**src/rtl/core/bmpfb_pkg.sv**
```systemverilog
// Package for the BMP to framebuffer blitter: widths, header offsets,
// register indexes, phase type and the pixel record between stages.
// No dependencies.
package bmpfb_pkg;

    localparam int DEF_SCREEN_WIDTH  = 800;
    localparam int DEF_SCREEN_HEIGHT = 480;
    localparam int DEF_HEADER_BYTES  = 54;

    localparam int BYTE_W  = 8;
    localparam int DIM_W   = 16;
    localparam int POS_W   = 12;   // screen row/column, 0 to 4095
    localparam int ADDR_W  = 19;
    localparam int WORD_W  = 24;
    localparam int ORGX_W  = 10;
    localparam int ORGY_W  = 9;
    localparam int PADDR_W = 3;
    localparam int PDATA_W = 32;

    localparam int HDR_WIDTH_LO  = 18;
    localparam int HDR_WIDTH_HI  = 19;
    localparam int HDR_HEIGHT_LO = 22;
    localparam int HDR_HEIGHT_HI = 23;

    localparam logic [0:0] REG_ORIGIN_X = 1'b0;
    localparam logic [0:0] REG_ORIGIN_Y = 1'b1;

    typedef enum logic [3:0] {
        PH_IDLE   = 4'b0001,
        PH_HEADER = 4'b0010,
        PH_PIXELS = 4'b0100,
        PH_DONE   = 4'b1000
    } t_phase;

    typedef struct packed {
        logic [POS_W-1:0]  row;
        logic [POS_W-1:0]  col;
        logic [WORD_W-1:0] word;
        logic              last;
    } t_pix;

endpackage

```
**src/rtl/core/bmpfb_if.sv**
```systemverilog
// Handshake channels of the blitter: file byte input and framebuffer writes.
// Depends on bmpfb_pkg.
interface bmpfb_in_if;
    logic                        valid;
    logic                        ready;
    logic [bmpfb_pkg::BYTE_W-1:0] file_byte;
    logic                        image_start;

    modport source (output valid, output file_byte, output image_start, input ready);
    modport sink   (input valid, input file_byte, input image_start, output ready);
endinterface

interface bmpfb_out_if;
    logic                         valid;
    logic                         ready;
    logic [bmpfb_pkg::ADDR_W-1:0] fb_address;
    logic [bmpfb_pkg::WORD_W-1:0] pixel_word;
    logic                         image_done;

    modport source (output valid, output fb_address, output pixel_word, output image_done,
                    input ready);
    modport sink   (input valid, input fb_address, input pixel_word, input image_done,
                    output ready);
endinterface

```
**src/rtl/core/bmpfb_cfg.sv**
```systemverilog
// APB register block holding the image origin on screen.
// Depends on bmpfb_pkg.
module bmpfb_cfg (
    input  logic                            i_clk,
    input  logic                            i_rst_n,
    input  logic                            psel,
    input  logic                            penable,
    input  logic                            pwrite,
    input  logic [bmpfb_pkg::PADDR_W-1:0]   paddr,
    input  logic [bmpfb_pkg::PDATA_W-1:0]   pwdata,
    output logic [bmpfb_pkg::PDATA_W-1:0]   prdata,
    output logic                            pready,
    output logic [bmpfb_pkg::ORGX_W-1:0]    o_origin_x,
    output logic [bmpfb_pkg::ORGY_W-1:0]    o_origin_y
);
    logic [bmpfb_pkg::ORGX_W-1:0] r_origin_x;
    logic [bmpfb_pkg::ORGY_W-1:0] r_origin_y;
    logic                         wr_en;

    assign pready = 1'b1;
    assign wr_en  = psel && penable && pwrite;

    always_ff @(posedge i_clk) begin
        if (!i_rst_n) begin
            r_origin_x <= '0;
            r_origin_y <= '0;
        end else if (wr_en) begin
            case (paddr[2])
                bmpfb_pkg::REG_ORIGIN_X: r_origin_x <= pwdata[bmpfb_pkg::ORGX_W-1:0];
                bmpfb_pkg::REG_ORIGIN_Y: r_origin_y <= pwdata[bmpfb_pkg::ORGY_W-1:0];
                default: ;
            endcase
        end
    end

    always_comb begin
        case (paddr[2])
            bmpfb_pkg::REG_ORIGIN_X: prdata = bmpfb_pkg::PDATA_W'(r_origin_x);
            bmpfb_pkg::REG_ORIGIN_Y: prdata = bmpfb_pkg::PDATA_W'(r_origin_y);
            default:                 prdata = '0;
        endcase
    end

    assign o_origin_x = r_origin_x;
    assign o_origin_y = r_origin_y;
endmodule

```
**src/rtl/core/bmpfb_parse.sv**
```systemverilog
// Byte input register and file parser: header capture, pixel assembly,
// row padding, vertical flip and clipping. Emits on-screen pixels.
// Depends on bmpfb_pkg and bmpfb_if.
module bmpfb_parse #(
    parameter int SCREEN_WIDTH  = bmpfb_pkg::DEF_SCREEN_WIDTH,
    parameter int SCREEN_HEIGHT = bmpfb_pkg::DEF_SCREEN_HEIGHT,
    parameter int HEADER_BYTES  = bmpfb_pkg::DEF_HEADER_BYTES
) (
    input  logic                         i_clk,
    input  logic                         i_rst_n,
    bmpfb_in_if.sink                     i_byte,
    input  logic [bmpfb_pkg::ORGX_W-1:0] i_origin_x,
    input  logic [bmpfb_pkg::ORGY_W-1:0] i_origin_y,
    output logic                         o_pix_valid,
    input  logic                         i_pix_ready,
    output bmpfb_pkg::t_pix              o_pix
);
    localparam int HIDX_W = $clog2(HEADER_BYTES + 1);
    localparam int DW     = bmpfb_pkg::DIM_W;

    // input register
    logic                         r_in_valid;
    logic [bmpfb_pkg::BYTE_W-1:0] r_byte;
    logic                         r_start;

    // parser state
    bmpfb_pkg::t_phase            r_phase, n_phase, e_phase;
    logic [HIDX_W-1:0]            r_hidx, n_hidx;
    logic [DW-1:0]                r_width, n_width;
    logic [DW-1:0]                r_height, n_height;
    logic [1:0]                   r_bip, n_bip;
    logic [bmpfb_pkg::BYTE_W-1:0] r_blue, n_blue;
    logic [bmpfb_pkg::BYTE_W-1:0] r_green, n_green;
    logic [DW-1:0]                r_col, n_col;
    logic [DW-1:0]                r_row, n_row;
    logic [1:0]                   r_pad, n_pad;

    logic                         r_pix_valid;
    bmpfb_pkg::t_pix              r_pix, n_pix;

    logic          emit;
    logic          consume;
    logic          pix_free;
    logic [DW:0]   col_inc;
    logic [DW:0]   row_inc;
    logic [DW:0]   scol;
    logic [DW:0]   srow;
    logic [DW-1:0] flip_row;

    assign scol     = (DW+1)'(i_origin_x) + (DW+1)'(r_col);
    assign flip_row = r_height - DW'(1) - r_row;
    assign srow     = (DW+1)'(i_origin_y) + (DW+1)'(flip_row);
    assign col_inc  = (DW+1)'(r_col) + (DW+1)'(1);
    assign row_inc  = (DW+1)'(r_row) + (DW+1)'(1);

    always_comb begin
        e_phase  = r_start ? bmpfb_pkg::PH_HEADER : r_phase;
        n_phase  = e_phase;
        n_hidx   = r_start ? '0 : r_hidx;
        n_width  = r_start ? '0 : r_width;
        n_height = r_start ? '0 : r_height;
        n_bip    = r_start ? '0 : r_bip;
        n_blue   = r_start ? '0 : r_blue;
        n_green  = r_start ? '0 : r_green;
        n_col    = r_start ? '0 : r_col;
        n_row    = r_start ? '0 : r_row;
        n_pad    = r_start ? '0 : r_pad;
        emit     = 1'b0;
        n_pix.row  = srow[bmpfb_pkg::POS_W-1:0];
        n_pix.col  = scol[bmpfb_pkg::POS_W-1:0];
        n_pix.word = {r_byte, r_green, r_blue};
        n_pix.last = 1'b0;
        case (e_phase)
            bmpfb_pkg::PH_HEADER: begin
                if (n_hidx == HIDX_W'(bmpfb_pkg::HDR_WIDTH_LO))  n_width[7:0]   = r_byte;
                if (n_hidx == HIDX_W'(bmpfb_pkg::HDR_WIDTH_HI))  n_width[15:8]  = r_byte;
                if (n_hidx == HIDX_W'(bmpfb_pkg::HDR_HEIGHT_LO)) n_height[7:0]  = r_byte;
                if (n_hidx == HIDX_W'(bmpfb_pkg::HDR_HEIGHT_HI)) n_height[15:8] = r_byte;
                n_hidx = n_hidx + HIDX_W'(1);
                if (n_hidx >= HIDX_W'(HEADER_BYTES)) begin
                    n_phase = (n_width == '0 || n_height == '0) ? bmpfb_pkg::PH_DONE
                                                                : bmpfb_pkg::PH_PIXELS;
                end
            end
            bmpfb_pkg::PH_PIXELS: begin
                if (r_pad != 2'd0) begin
                    n_pad = r_pad - 2'd1;
                end else begin
                    case (r_bip)
                        2'd0: begin
                            n_blue = r_byte;
                            n_bip  = 2'd1;
                        end
                        2'd1: begin
                            n_green = r_byte;
                            n_bip   = 2'd2;
                        end
                        default: begin
                            n_bip = 2'd0;
                            emit  = scol < (DW+1)'(SCREEN_WIDTH) &&
                                    srow < (DW+1)'(SCREEN_HEIGHT);
                            if (col_inc >= (DW+1)'(r_width)) begin
                                n_col = '0;
                                n_row = row_inc[DW-1:0];
                                n_pad = r_width[1:0];
                                if (row_inc >= (DW+1)'(r_height)) begin
                                    n_pix.last = 1'b1;
                                    n_phase    = bmpfb_pkg::PH_DONE;
                                end
                            end else begin
                                n_col = col_inc[DW-1:0];
                            end
                        end
                    endcase
                end
            end
            default: ;
        endcase
    end

    assign pix_free     = !r_pix_valid || i_pix_ready;
    assign consume      = r_in_valid && (!emit || pix_free);
    assign i_byte.ready = !r_in_valid || consume;

    always_ff @(posedge i_clk) begin
        if (!i_rst_n) begin
            r_in_valid <= 1'b0;
        end else if (i_byte.ready) begin
            r_in_valid <= i_byte.valid;
        end
    end

    always_ff @(posedge i_clk) begin
        if (i_byte.valid && i_byte.ready) begin
            r_byte  <= i_byte.file_byte;
            r_start <= i_byte.image_start;
        end
    end

    always_ff @(posedge i_clk) begin
        if (!i_rst_n) begin
            r_phase  <= bmpfb_pkg::PH_IDLE;
            r_hidx   <= '0;
            r_width  <= '0;
            r_height <= '0;
            r_bip    <= '0;
            r_blue   <= '0;
            r_green  <= '0;
            r_col    <= '0;
            r_row    <= '0;
            r_pad    <= '0;
        end else if (consume) begin
            r_phase  <= n_phase;
            r_hidx   <= n_hidx;
            r_width  <= n_width;
            r_height <= n_height;
            r_bip    <= n_bip;
            r_blue   <= n_blue;
            r_green  <= n_green;
            r_col    <= n_col;
            r_row    <= n_row;
            r_pad    <= n_pad;
        end
    end

    always_ff @(posedge i_clk) begin
        if (!i_rst_n) begin
            r_pix_valid <= 1'b0;
        end else if (pix_free) begin
            r_pix_valid <= consume && emit;
        end
    end

    always_ff @(posedge i_clk) begin
        if (pix_free && consume && emit) begin
            r_pix <= n_pix;
        end
    end

    assign o_pix_valid = r_pix_valid;
    assign o_pix       = r_pix;
endmodule

```
**src/rtl/core/bmpfb_addr.sv**
```systemverilog
// Address stage: row * screen width + column into the output register.
// Depends on bmpfb_pkg and bmpfb_if.
module bmpfb_addr #(
    parameter int SCREEN_WIDTH = bmpfb_pkg::DEF_SCREEN_WIDTH
) (
    input  logic            i_clk,
    input  logic            i_rst_n,
    input  logic            i_pix_valid,
    output logic            o_pix_ready,
    input  bmpfb_pkg::t_pix i_pix,
    bmpfb_out_if.source     o_fb
);
    logic                         r_valid;
    logic [bmpfb_pkg::ADDR_W-1:0] r_addr;
    logic [bmpfb_pkg::WORD_W-1:0] r_word;
    logic                         r_last;
    logic [31:0]                  prod;

    assign prod        = 32'(i_pix.row) * 32'(SCREEN_WIDTH) + 32'(i_pix.col);
    assign o_pix_ready = !r_valid || o_fb.ready;

    always_ff @(posedge i_clk) begin
        if (!i_rst_n) begin
            r_valid <= 1'b0;
        end else if (o_pix_ready) begin
            r_valid <= i_pix_valid;
        end
    end

    always_ff @(posedge i_clk) begin
        if (o_pix_ready && i_pix_valid) begin
            r_addr <= prod[bmpfb_pkg::ADDR_W-1:0];
            r_word <= i_pix.word;
            r_last <= i_pix.last;
        end
    end

    assign o_fb.valid      = r_valid;
    assign o_fb.fb_address = r_addr;
    assign o_fb.pixel_word = r_word;
    assign o_fb.image_done = r_last;
endmodule

```
**src/rtl/core/bmp_to_framebuffer_blit.sv**
```systemverilog
// Top level of the 24-bit BMP to 24-bit framebuffer blitter.
// Depends on bmpfb_pkg, bmpfb_if, bmpfb_cfg, bmpfb_parse, bmpfb_addr.
//
//   channel   dir  handshake        payload
//   i_byte    in   valid/ready      file_byte[7:0], image_start
//   o_fb      out  valid/ready      fb_address[18:0], pixel_word[23:0], image_done
//   apb       in   psel/penable     paddr[2:0], pwdata[31:0], prdata[31:0]
//
// One file byte per clock, sustained unless an output stall holds a byte that
// completes an on-screen pixel. A byte is registered in the input register and
// then updates the parser, where a pixel it completes enters the pixel register;
// the address register takes it from there and presents the write on o_fb.
// Synchronous active-low reset empties the pipeline and returns the parser to
// idle. Output stalls back up through the pixel and address registers; bytes
// that produce no write keep flowing.
module bmp_to_framebuffer_blit #(
    parameter int SCREEN_WIDTH  = bmpfb_pkg::DEF_SCREEN_WIDTH,
    parameter int SCREEN_HEIGHT = bmpfb_pkg::DEF_SCREEN_HEIGHT,
    parameter int HEADER_BYTES  = bmpfb_pkg::DEF_HEADER_BYTES
) (
    input  logic                           i_clk,
    input  logic                           i_rst_n,
    bmpfb_in_if.sink                       i_byte,
    bmpfb_out_if.source                    o_fb,
    input  logic                           psel,
    input  logic                           penable,
    input  logic                           pwrite,
    input  logic [bmpfb_pkg::PADDR_W-1:0]  paddr,
    input  logic [bmpfb_pkg::PDATA_W-1:0]  pwdata,
    output logic [bmpfb_pkg::PDATA_W-1:0]  prdata,
    output logic                           pready
);
    logic [bmpfb_pkg::ORGX_W-1:0] w_origin_x;
    logic [bmpfb_pkg::ORGY_W-1:0] w_origin_y;
    logic                         w_pix_valid;
    logic                         w_pix_ready;
    bmpfb_pkg::t_pix              w_pix;

    bmpfb_cfg u_cfg (
        .i_clk      (i_clk),
        .i_rst_n    (i_rst_n),
        .psel       (psel),
        .penable    (penable),
        .pwrite     (pwrite),
        .paddr      (paddr),
        .pwdata     (pwdata),
        .prdata     (prdata),
        .pready     (pready),
        .o_origin_x (w_origin_x),
        .o_origin_y (w_origin_y)
    );

    bmpfb_parse #(
        .SCREEN_WIDTH  (SCREEN_WIDTH),
        .SCREEN_HEIGHT (SCREEN_HEIGHT),
        .HEADER_BYTES  (HEADER_BYTES)
    ) u_parse (
        .i_clk       (i_clk),
        .i_rst_n     (i_rst_n),
        .i_byte      (i_byte),
        .i_origin_x  (w_origin_x),
        .i_origin_y  (w_origin_y),
        .o_pix_valid (w_pix_valid),
        .i_pix_ready (w_pix_ready),
        .o_pix       (w_pix)
    );

    bmpfb_addr #(
        .SCREEN_WIDTH (SCREEN_WIDTH)
    ) u_addr (
        .i_clk       (i_clk),
        .i_rst_n     (i_rst_n),
        .i_pix_valid (w_pix_valid),
        .o_pix_ready (w_pix_ready),
        .i_pix       (w_pix),
        .o_fb        (o_fb)
    );

    // clipping keeps every pixel on screen
    a_pix_on_screen: assert property (@(posedge i_clk) disable iff (!i_rst_n)
        w_pix_valid |-> (w_pix.row < SCREEN_HEIGHT) && (w_pix.col < SCREEN_WIDTH))
        else $error("pixel outside screen");

    // an empty pixel register never blocks the byte input
    a_in_ready: assert property (@(posedge i_clk) disable iff (!i_rst_n)
        !w_pix_valid |-> i_byte.ready)
        else $error("byte input stalled with free pixel stage");

    // nothing follows the last pixel of an image straight away
    a_last_alone: assert property (@(posedge i_clk) disable iff (!i_rst_n)
        w_pix_valid && w_pix_ready && w_pix.last |=> !w_pix_valid)
        else $error("pixel directly after image end");
endmodule

```
**src/flat_wrapper.sv**
```systemverilog
// flat-port wrapper written by rule: the top's interface ports become plain ports
module bmp_to_framebuffer_blit_flat 
#(
    parameter int SCREEN_WIDTH  = bmpfb_pkg::DEF_SCREEN_WIDTH,
    parameter int SCREEN_HEIGHT = bmpfb_pkg::DEF_SCREEN_HEIGHT,
    parameter int HEADER_BYTES  = bmpfb_pkg::DEF_HEADER_BYTES
)
  (i_clk, i_rst_n, psel, penable, pwrite, paddr, pwdata, prdata, pready, i_byte_valid, i_byte_file_byte, i_byte_image_start, i_byte_ready, o_fb_valid, o_fb_fb_address, o_fb_pixel_word, o_fb_image_done, o_fb_ready);
  bmpfb_in_if i_byte_i ();
  bmpfb_out_if o_fb_i ();
  input  logic i_clk;
  input  logic i_rst_n;
  input  logic psel;
  input  logic penable;
  input  logic pwrite;
  input  logic [bmpfb_pkg::PADDR_W-1:0] paddr;
  input  logic [bmpfb_pkg::PDATA_W-1:0] pwdata;
  output logic [bmpfb_pkg::PDATA_W-1:0] prdata;
  output logic pready;
  input wire logic [$bits(i_byte_i.valid)-1:0] i_byte_valid;
  input wire logic [$bits(i_byte_i.file_byte)-1:0] i_byte_file_byte;
  input wire logic [$bits(i_byte_i.image_start)-1:0] i_byte_image_start;
  output wire logic [$bits(i_byte_i.ready)-1:0] i_byte_ready;
  output wire logic [$bits(o_fb_i.valid)-1:0] o_fb_valid;
  output wire logic [$bits(o_fb_i.fb_address)-1:0] o_fb_fb_address;
  output wire logic [$bits(o_fb_i.pixel_word)-1:0] o_fb_pixel_word;
  output wire logic [$bits(o_fb_i.image_done)-1:0] o_fb_image_done;
  input wire logic [$bits(o_fb_i.ready)-1:0] o_fb_ready;
  assign i_byte_i.valid = i_byte_valid;
  assign i_byte_i.file_byte = i_byte_file_byte;
  assign i_byte_i.image_start = i_byte_image_start;
  assign i_byte_ready = i_byte_i.ready;
  assign o_fb_valid = o_fb_i.valid;
  assign o_fb_fb_address = o_fb_i.fb_address;
  assign o_fb_pixel_word = o_fb_i.pixel_word;
  assign o_fb_image_done = o_fb_i.image_done;
  assign o_fb_i.ready = o_fb_ready;
  bmp_to_framebuffer_blit #(.SCREEN_WIDTH(SCREEN_WIDTH), .SCREEN_HEIGHT(SCREEN_HEIGHT), .HEADER_BYTES(HEADER_BYTES)) u_core (.i_clk(i_clk), .i_rst_n(i_rst_n), .i_byte(i_byte_i), .o_fb(o_fb_i), .psel(psel), .penable(penable), .pwrite(pwrite), .paddr(paddr), .pwdata(pwdata), .prdata(prdata), .pready(pready));
endmodule
```
**config.mk**
```make
export PLATFORM = sky130hd
export DESIGN_NAME = bmp_to_framebuffer_blit_flat
export DESIGN_NICKNAME = d
export VERILOG_FILES = /design/src/rtl/core/bmpfb_pkg.sv /design/src/rtl/core/bmpfb_if.sv /design/src/rtl/core/bmpfb_cfg.sv /design/src/rtl/core/bmpfb_parse.sv /design/src/rtl/core/bmpfb_addr.sv /design/src/rtl/core/bmp_to_framebuffer_blit.sv /design/src/flat_wrapper.sv
export SDC_FILE = /design/constraint.sdc
export NUM_CORES = 1
export LEC_CHECK = 0
export BUFFER_PORTS_ARGS = -buffer_cell sky130_fd_sc_hd__buf_2
export CORE_ASPECT_RATIO = 0.9
export CORE_UTILIZATION = 45
export DETAILED_ROUTE_END_ITERATION = 10
export GPL_TIMING_DRIVEN = 0
export SLEW_MARGIN = 40
export SYNTH_ARGS = -nofsm -noshare
export SYNTH_HDL_FRONTEND = slang
export SYNTH_HIERARCHICAL = 1
export SYNTH_SLANG_ARGS = --single-unit
```
**constraint.sdc**
```tcl
create_clock -name i_clk -period 8.9 [get_ports i_clk]
set_input_delay 0.445 -clock i_clk [delete_from_list [all_inputs] [get_ports i_clk]]
set_output_delay 0.445 -clock i_clk [all_outputs]
set_load 0.005 [all_outputs]
```
==> summary.md, run 1 <==
| Metric | Value |
|---|---|
| Outcome | `finished clean` |
| Max-slew headroom | `52.00%` |
| Flop and latch count out of synthesis | `218` |
| Vias per Instance | `5.529` |
| CP startpoint | `u_core/u_parse/r_height[0]` |
| FF-to-FF setup slack | `3.57 ns` |
| FF-to-FF path depth | `21` |
| Crit-path cells | `ha_1, inv_1, fa_1, nand2b_1, nand2b_1, a21oi_1, xnor2_1, ha_1, o211ai_1, o21ai_0, o211ai_1, a2111oi_4, nand4_1, a2111oi_0, a21o_1, nand3_1, or4_1, buf_2` |
| Flop pwr share | `46.8%` |
| Post-layout min period | `5.776 ns` |
| CP Capture Type | `output pin` |
| Post-Route WL | `31.32 mm` |
| Clock Sinks | `218` |
| Grt ovf | `0` |
| Wire length of the first global-routing pass | `49.25 mm` |
| Post-synth EDFFs | `102` |
| WP data required | `8.46 ns` |
| Area growth syn-to-layout | `15.01%` |
| Nets@finish | `1584` |
| NetSw | `503.1 µW` |
| RSZ-0062 raised after global routing | `no` |
| Fill cells | `2560` |
| Hold Crit Endpoint | `u_core/u_parse/r_start` |
| Commonest non-fill, non-tap cells in the layout | `dfxtp_1, nand2_1, ha_1` |
| CP max stage cell | `or4_1` |
| Slew at the pin closest to its max-slew limit | `0.7144 ns` |
| CTS tree | `yes` |
| Average routed wire per standard cell | `17.47 µm` |
| Commonest non-fill, non-tap cell in the layout | `dfxtp_1` |
| DIE WIDTH | `180.6 µm` |
| GP Congestion | `0.8740` |
| Fin crit share | `64.90%` |
| Startpoint type of the worst setup path | `flip-flop` |
| Synthesis Warnings | `6` |
| Ys async rst share | `0%` |
| Hold-fix buffers at CTS | `0` |
| Critical path arrival | `5.33 ns` |
| Switching Fraction | `22.18%` |
| Cell count after synthesis | `1281` |
| Core area | `0.02808 mm²` |
| Max stage delay on crit path | `0.51 ns` |
| Hold path cells | `1` |
| Share of cells above drive strength 1 | `15.63%` |
| Number of max-cap violations | `0` |
| Leakage | `6.174 nW` |
| Internal power | `1.765 mW` |
| Critical path class | `reg -> out` |
| Antenna violations before repair | `0` |
| # DRC | `0` |
| Worst r2r dst | `u_core/u_parse/o_pix[7]` |
| Seq/Total Area, Yosys | `41.67%` |
| Vias in the first global route | `9148` |
| FF-to-FF Start | `u_core/u_parse/r_height[0]` |
| Dpl cell area | `0.01395 mm²` |
| Final Hold Fails | `0` |
| Clock Latency Late Sink | `0.54 ns` |
| Largest net degree at the start of global routing | `43` |
| Port Buffers | `82` |
| Die Area | `0.02941 mm²` |
| CTS resizes | `0` |
| Clock Power Share | `48.6%` |
| Crit Path Max Fanout | `5` |
| PwrDens | `152.6 mW/mm²` |
| IR drop worst, VDD | `0.0001708 V` |
| Setup Total Neg Slack | `0 ns` |
| Final setup vio count | `0` |
| Row Count | `58` |
| Netlist Area Pre-Place | `0.01292 mm²` |
| Starting density of the core | `46.02%` |
| TritonRoute pass-1 iters | `5` |
| Iter 0 DRT Violations | `724` |
| Antenna cell count | `0` |
| Post-synthesis cell type count | `88` |
| Worst Hold Launch | `i_byte_image_start` |
| Htree depth | `1` |
| Die Y | `162.8 µm` |
| Synthesized area per cell | `10.09 µm²` |
| DP HPWL | `24.04 mm` |
| GRT Overall Usage | `21.05%` |
| FMAX | `173.1 MHz` |
| Pins over their slew limit | `0` |
| Worst-path clk slew | `0.06 ns` |
| Cts bufs inserted | `25` |
| I/O pins | `130` |
| Vias after detailed routing | `9913` |
| Design area | `0.01487 mm²` |
| Clock root buffer | `clkbuf_16` |
| Post-CTS setup buffers | `0` |
| HP Class | `in -> reg` |
| Main synth FF type | `dfxtp_1` |
| Remaining antenna violation count after routing | `0` |
| Logic gate share of total power | `4.6%` |
| Max Buffers Root-to-Sink | `3` |
| Layout Skew | `0.01653 ns` |
==> area by class of cell <==
cell class / count / area, µm² / area share (%)
Multi-Input combinational cell: 915 / 6855 / 46.12
Sequential cell: 218 / 5385 / 36.23
Clock buffer: 35 / 744.5 / 5.008
Timing Repair Buffer: 85 / 473.0 / 3.182
Tap cell: 360 / 450.4 / 3.030
Buffer: 64 / 406.6 / 2.735
Inverter: 105 / 394.1 / 2.651
Clock inverter: 11 / 156.4 / 1.052
==> worst max path at each step <==
stage / end / depth (start not counted) / slack (ns)
finish: i_byte_ready / 18 / 3.12
global route: i_byte_ready / 18 / 2.76
CTS: i_byte_ready / 18 / 3.12
detailed placement: u_core/u_parse/o_pix[7] / 21 / 3.59
global placement: u_core/u_parse/o_pix[36] / 20 / 0.88
floorplan: u_core/u_parse/o_pix[0] / 21 / 2.64
==> per-layer routing <==
| metal | up-vias | global-route usage [%] | share of wire [%] |
|---|---|---|---|
| met4 | 0 | 5.206 | 2.1 |
| met3 | 36 | 2.929 | 4.8 |
| met1 | 4697 | 31.14 | 50 |
| met2 | 248 | 32.19 | 43 |
| li1 | 4932 | - | - |
| met5 | - | 0 | 0 |
==> stage by stage <==
step	std cells	power (mW)	setup WS, ns	hold slack (ns)	utilization, %
after floorplan	1302	1.147	2.638	0.4003	-
final	1793	2.268	3.124	0.08779	52.93
after global routing	1793	2.336	2.764	0.07209	52.93
after CTS	1793	2.285	3.118	0.07517	52.88
after detailed placement	1747	1.186	3.588	0.4065	49.67
after global placement	1744	1.185	0.8767	0.4017	49.37
==> cell usage after synthesis, types with 11 or more instances <==
library cell / instances / area [µm²]
dfxtp_1: 116 / 2322
nand2_1: 115 / 431.7
ha_1: 108 / 1351
inv_1: 105 / 394.1
edfxtp_1: 102 / 3063
a21oi_1: 65 / 325.3
nor2_1: 52 / 195.2
xnor2_1: 48 / 420.4
o21ai_0: 38 / 190.2
o2bb2ai_1: 38 / 332.8
nand3_1: 37 / 185.2
buf_4: 29 / 217.7
a21o_1: 27 / 202.7
xor2_1: 26 / 227.7
mux2i_1: 23 / 230.2
a22o_1: 22 / 192.7
o211ai_1: 21 / 157.7
a211oi_1: 20 / 150.1
nor3_1: 18 / 90.09
clkbuf_1: 17 / 63.81
o21a_1: 16 / 120.1
nand4_1: 14 / 87.58
nor2b_1: 14 / 87.58
nor4_1: 14 / 87.58
fa_1: 11 / 220.2
==> cell families (layout without fill, tap and decap cells) <==
kind of cell             count (synthesis)  count (layout)  share of synthesized area (%)
AND/OR/NAND/NOR                        339             339                          13.73
AO/OA/AOI/OAI                          326             326                          18.35
flip-flops                             218             218                          41.67
buffers and inverters                  169             300                          6.196
adder cells (fa/ha/maj)                119             119                          12.16
XOR/XNOR                                74              74                          5.015
multiplexers                            34              34                          2.827
other                                    2              23                        0.05810
==> power by group through the flow <==
stage,Sequential [mW],Combinational (mW),Clock [mW]
after floorplan,1.08,0.0696,0
after global placement,1.08,0.101,0
after detailed placement,1.08,0.102,0
after CTS,1.06,0.103,1.12
after global routing,1.06,0.114,1.16
final,1.06,0.105,1.10
==> worst max-delay path, delay by kind of cell, from the launching register on <==
family                     cells  cell delay, ns
AOI/OAI and AO/OA              7            1.90
xor gates and xnor gates       1            0.13
adders and majority gates      3            0.99
buffers and inverters          2            0.23
DFF                            1            0.42
and+or+nand+nor                5            1.10
==> sequential cells by signal, indices dropped and copies added (netlist names), 9 cells and up <==
register / flops
u_core/u_parse/r_row: 16
u_core/u_addr/o_fb.fb_address: 19
u_core/u_cfg/o_origin_x: 10
u_core/u_parse/r_width: 16
u_core/u_parse/r_height: 16
u_core/u_addr/o_fb.pixel_word: 24
u_core/u_parse/r_col: 16
u_core/u_cfg/o_origin_y: 9
u_core/u_parse/o_pix: 49
Power figures use the tool's default switching activity.
==> run 2, diff against run 1 <==
ABC_AREA = 1   (was not set)
clock period = 5.9 ns   (was 8.9 ns; I/O delays follow)
==> summary.md, run 2 <==
| Metric | Value |
|---|---|
| IR drop worst, VDD | `0.0002059 V` |
| Synthesized area per cell | `6.944 µm²` |
| Final core utilization | `51.71%` |
| Cts bufs inserted | `26` |
| Commonest non-fill, non-tap cell in the layout | `nand2_1` |
| Max-slew headroom | `38.20%` |
| Vias after detailed routing | `14560` |
| GRT Overall Usage | `26.68%` |
| Largest register FFs | `49` |
| Vias per Instance | `5.101` |
| Max Buffers Root-to-Sink | `3` |
| Starting density of the core | `45.59%` |
| Final setup vio count | `0` |
| Leading area contributor after synthesis | `edfxtp_1` |
| Number of max-cap violations | `0` |
| Largest net degree at the start of global routing | `50` |
| Post-synth EDFFs | `102` |
| Wire length of the first global-routing pass | `71.96 mm` |
| Final Hold Fails | `0` |
| HP Class | `in -> reg` |
| Die Area | `0.03514 mm²` |
| CTS resizes | `0` |
| Synth top area cells | `edfxtp_1, nand2_1, dfxtp_1, nor2_1, ha_1` |
| Share of cells above drive strength 1 | `9.615%` |
| Commonest non-fill, non-tap cells in the layout | `nand2_1, nor2_1, inv_1` |
| Grt ovf | `0` |
| Pins over their slew limit | `0` |
| Post-CTS setup buffers | `0` |
| PwrDens | `236.2 mW/mm²` |
| Clock Sinks | `218` |
| CP startpoint | `u_core/u_parse/r_height[0]` |
| Worst Hold Launch | `i_rst_n` |
| RSZ-0062 raised after global routing | `no` |
| Die Y | `177.9 µm` |
| Antenna cell count | `0` |
| WP data required | `6.07 ns` |
| FF-to-FF Start | `u_core/u_parse/r_height[0]` |
| Remaining antenna violation count after routing | `0` |
| Area growth syn-to-layout | `13.43%` |
| Slew at the pin closest to its max-slew limit | `0.9270 ns` |
| Synthesis Warnings | `6` |
| Setup Total Neg Slack | `0 ns` |
| Post-Route WL | `46.62 mm` |
| Top cells by count, synth | `nand2_1, nor2_1, inv_1` |
| CTS tree | `yes` |
| Leakage | `8.692 nW` |
| # DRC | `0` |
| FMAX | `201.1 MHz` |
| Critical path arrival | `5.14 ns` |
| TritonRoute pass-1 iters | `6` |
| Seq/Total Area, Yosys | `34.79%` |
| Most frequent cell after synthesis | `nand2_1` |
| Row Count | `64` |
| I/O pins | `130` |
| Average routed wire per standard cell | `16.34 µm` |
| Ys async rst share | `0%` |
| Vias in the first global route | `12960` |
| Hold-fix buffers at CTS | `9` |
| Post-layout min period | `4.973 ns` |
| Fin crit share | `84.29%` |
| Outcome | `finished clean` |
| Flop and latch count out of synthesis | `218` |
| Clock root buffer | `clkbuf_16` |
| Critical path class | `reg -> reg` |
| CP Capture Type | `flip-flop` |
| Crit Path Max Fanout | `49` |
| Htree depth | `1` |
| Cell count after synthesis | `2229` |
| Worst-path clk slew | `0.07 ns` |
| Post-synthesis cell type count | `47` |
| Share of the synthesized area in the top cell type | `19.79%` |
| Netlist Area Pre-Place | `0.01548 mm²` |
| GP Congestion | `0.9440` |
| Nets@finish | `2542` |
| Layout Skew | `0.02532 ns` |
| Main synth FF type | `dfxtp_1` |
| DP HPWL | `36.15 mm` |
| Port Buffers | `82` |
| Clock Latency Late Sink | `0.56 ns` |
| DIE WIDTH | `197.5 µm` |
| Core area | `0.03395 mm²` |
| Startpoint type of the worst setup path | `flip-flop` |
| Antenna violations before repair | `0` |
| Iter 0 DRT Violations | `976` |
==> run 2: cell count changes after synthesis, moves of 18 or more <==
cell,delta
nand2_1,+512
nor2_1,+311
inv_1,+166
nand3_1,+141
nand3b_1,+42
o2bb2ai_1,-38
xnor2_1,-38
a21o_1,-26
mux2i_1,-23
a22o_1,-22
o21ai_0,+22
xor2_1,+20
a211oi_1,-19
o211ai_1,-18
==> run 2: power by group <==
group | switching, mW | internal (mW)
clock | 0.671 | 0.944
combinational | 0.551 | 0.281
sequential | 0.0634 | 1.64
==> run 2: area by class of cell <==
class | instances | area [µm²]
repair buffers | 94 | 545.5
clock inverters | 12 | 107.6
flip-flops and latches | 218 | 5385
fillers | 3503 | 16390
plain buffers | 95 | 519.2
multi-input cells | 1658 | 8618
inverters | 279 | 1050
clock buffers | 36 | 754.5
well taps | 462 | 578.1
==> run 2: path summary, 6_finish.rpt <==
| path | to | slack, ns | cells past startpoint |
|---|---|---|---|
| hold / removal | u_core/u_addr/o_fb.valid | 0.02 | 2 |
| setup / recovery | u_core/u_parse/o_pix[9] | 0.93 | 27 |
| setup reg to reg | u_core/u_parse/o_pix[9] | 0.93 | 27 |
| hold reg to reg | u_core/u_addr/o_fb.pixel_word[13] | 0.42 | 0 |
==> run 2: per-layer routing <==
| metal | GRT usage [%] | part of all wire, % |
|---|---|---|
| met5 | 0 | 0 |
| met4 | 7.784 | 2.4 |
| met3 | 4.675 | 8.0 |
| met2 | 38.73 | 40 |
| met1 | 39.86 | 49 |
==> run 2: critical path, stage by stage (launching register included) <==
cell and delay (ns):
dfxtp_1 0.45, ha_1 0.27, inv_1 0.08, fa_1 0.41, inv_1 0.09, nand3_1 0.08, nand3_1 0.12, nand2_1 0.06
nand2_1 0.17, a31oi_1 0.13, xnor2_1 0.17, ha_1 0.32, nand2_1 0.08, nor2_1 0.15, nand3_1 0.09, nand3_1 0.13
nand3_1 0.12, nand3_1 0.10, nor2_1 0.04, nand2_1 0.09, nor2_2 0.05, nand3_2 0.13, nand2_4 0.13, inv_2 0.12
buf_6 0.16, buf_6 0.19, nand2_1 0.11, inv_4 0.47
==> run 2: cell families after synthesis <==
kind of cell	after synthesis	share of synthesized area [%]
AOI/OAI and AO/OA	166	6.143
xor gates and xnor gates	56	3.169
adders and majority gates	119	10.15
buffers and inverters	374	10.11
DFF	218	34.79
other	2	0.04852
and+or+nand+nor	1294	35.58
==> run 2: metrics by stage <==
step,cell area [µm²],total power [mW],hold WS (ns),std cells,setup slack [ns]
after floorplan,15560,2.297,0.3939,2250,1.755
after global placement,16550,2.532,0.4018,2794,0.7484
after detailed placement,16600,2.540,0.4045,2797,1.014
after CTS,17560,4.173,0.01386,2854,0.9527
after global routing,17560,4.348,0.03099,2854,0.5851
final,17560,4.147,0.02235,2854,0.9267
==> run 3, diff against run 2 <==
clock period = 4.8 ns   (was 5.9 ns; I/O delays follow)
==> summary.md, run 3 (synthesis results as in run 2) <==
| Metric | Value |
|---|---|
| Slew at the pin closest to its max-slew limit | `0.9224 ns` |
| Flop pwr share | `41.0%` |
| Antenna violations before repair | `0` |
| Vias in the first global route | `12980` |
| Fill cells | `3492` |
| Die Area | `0.03514 mm²` |
| Commonest non-fill, non-tap cell in the layout | `nand2_1` |
| TritonRoute pass-1 iters | `6` |
| FMAX | `223.4 MHz` |
| Layout Skew | `0.02754 ns` |
| Number of max-cap violations | `0` |
| Leakage | `8.728 nW` |
| Final Hold Fails | `0` |
| Core area | `0.03395 mm²` |
| Share of cells above drive strength 1 | `9.967%` |
| Clock root buffer | `clkbuf_16` |
| Worst-path clk slew | `0.06 ns` |
| Post-layout min period | `4.477 ns` |
| Iter 0 DRT Violations | `1018` |
| WP data required | `4.56 ns` |
| Port Buffers | `82` |
| Clock Sinks | `218` |
| CP Capture Type | `output pin` |
| Row Count | `64` |
| GP Congestion | `0.9440` |
| Critical path arrival | `4.24 ns` |
| Clock Latency Late Sink | `0.56 ns` |
| HP Class | `in -> reg` |
| Setup Total Neg Slack | `0 ns` |
| Design area | `0.01766 mm²` |
| Htree depth | `1` |
| Nets@finish | `2548` |
| DP HPWL | `36.15 mm` |
| RSZ-0062 raised after global routing | `no` |
| Grt ovf | `0` |
| Wl on met1 | `22.86 mm` |
| Area growth syn-to-layout | `14.11%` |
| Average routed wire per standard cell | `16.35 µm` |
| Dpl cell area | `0.01660 mm²` |
| CP endpoint | `i_byte_ready` |
| Max stage delay on crit path | `0.41 ns` |
| IR drop worst, VDD | `0.0002514 V` |
| Logic gate share of total power | `20.1%` |
| Cts bufs inserted | `26` |
| Internal power | `3.520 mW` |
| Startpoint type of the worst setup path | `flip-flop` |
| Pins over their slew limit | `0` |
| Vias per Instance | `5.099` |
| Worst r2r dst | `u_core/u_parse/o_pix[9]` |
| CP max stage cell | `fa_1` |
| Starting density of the core | `45.59%` |
| Final setup vio count | `0` |
| Die Y | `177.9 µm` |
| Commonest non-fill, non-tap cells in the layout | `nand2_1, nor2_1, inv_1` |
| DIE WIDTH | `197.5 µm` |
| Largest register FFs | `49` |
| FF-to-FF Start | `u_core/u_parse/r_row[0]` |
| # DRC | `0` |
| FF-to-FF setup slack | `0.35 ns` |
| Outcome | `finished clean` |
| PwrDens | `288.6 mW/mm²` |
| Crit Path Max Fanout | `4` |
| CP startpoint | `u_core/u_parse/r_row[0]` |
| Clock Power Share | `38.9%` |
| Most used cell, CP | `nand3_1` |
| CTS tree | `yes` |
| Met2 WL | `19.00 mm` |
| FF-to-FF path depth | `29` |
| WHS | `0.02737 ns` |
| I/O pins | `130` |
| Max-slew headroom | `38.51%` |
| NetSw | `1.577 mW` |
| Largest net degree at the start of global routing | `50` |
| Max Buffers Root-to-Sink | `3` |
| GRT Overall Usage | `26.71%` |
| Critical path class | `reg -> out` |
| Remaining antenna violation count after routing | `0` |
| Vias after detailed routing | `14580` |
| Switching Fraction | `30.93%` |
| Antenna cell count | `0` |
| Met3 WL | `3.723 mm` |
| Post-Route WL | `46.76 mm` |
| Wire length of the first global-routing pass | `72.06 mm` |
| Max layer used | `met4` |
| Fin crit share | `93.27%` |
run 3: repair_timing:
action | 4_1_cts | 5_1_grt
setup buffers | 0 | 1
hold endpoints to repair | 13 | 0
endpoints found under the setup margin | 49 | 50
gates cloned | 0 | 1
gates resized for setup | 3 | 10
hold buffers | 13 | 0
pin swaps | 0 | 3
run 3: how the worst min path moves through the flow:
stage / cells after the start / slack, ns / to / startpoint
after global placement: 0 / 0.40 / u_core/u_addr/o_fb.pixel_word[10] / u_core/u_parse/o_pix[11]
after CTS: 5 / 0.009 / u_core/u_cfg/o_origin_x[9] / pwdata[9]
final: 5 / 0.03 / u_core/u_cfg/o_origin_x[9] / pwdata[9]
after floorplan: 0 / 0.34 / u_core/u_parse/r_byte[0] / i_byte_file_byte[0]
after detailed placement: 0 / 0.40 / u_core/u_addr/o_fb.pixel_word[0] / u_core/u_parse/o_pix[1]
after global routing: 5 / 0.04 / u_core/u_cfg/o_origin_y[3] / pwdata[3]
run 3: critical path, delay by kind of cell, from the launching register on:
kind / cells / cell delay [ns]
compound gates: 1 / 0.11
simple gates: 15 / 1.61
fa+ha+maj: 3 / 0.96
buf+inv: 5 / 0.50
xor+xnor: 1 / 0.16
flops: 1 / 0.34
run 3: metal layers:
layer  vias to the layer above  global-route usage [%]
met4                         0                   7.784
li1                       7377                       -
met5                         -                       0
met1                      6704                   39.88
met3                        65                   4.675
met2                       436                   38.84
run 3: layout make-up:
class                      instances  area, µm²  area share [%]
multi-input combinational       1658       8641           48.92
sequential                       218       5386           30.50
inverter                         279       1074           6.078
clock buffer                      36      754.5           4.272
timing repair buffer              99      593.1           3.358
tap                              462      578.1           3.273
buffer                            95      519.2           2.940
clock inverter                    12      107.6          0.6092
timing repair inverter             1      8.758         0.04959
run 3: metrics by stage:
step | power (mW) | worst slack [ns] | utilization [%] | std cells
global placement | 3.112 | -0.3516 | 48.73 | 2794
CTS | 5.131 | 0.02625 | 51.84 | 2858
floorplan | 2.824 | 0.6547 | - | 2250
detailed placement | 3.122 | -0.08551 | 48.91 | 2797
finish | 5.097 | 0.3231 | 52.02 | 2860
global route | 5.351 | 0.03431 | 52.02 | 2860
run 3: power by group through the flow:
| stage | registers, mW | logic, mW | clock network, mW |
|---|---|---|---|
| 5_1_grt | 2.09 | 1.16 | 2.10 |
| 3_3_place_gp | 2.12 | 0.987 | 0 |
| 6_report | 2.09 | 1.03 | 1.98 |
| 2_1_floorplan | 2.09 | 0.733 | 0 |
| 3_5_place_dp | 2.13 | 0.995 | 0 |
| 4_1_cts | 2.09 | 1.01 | 2.04 |
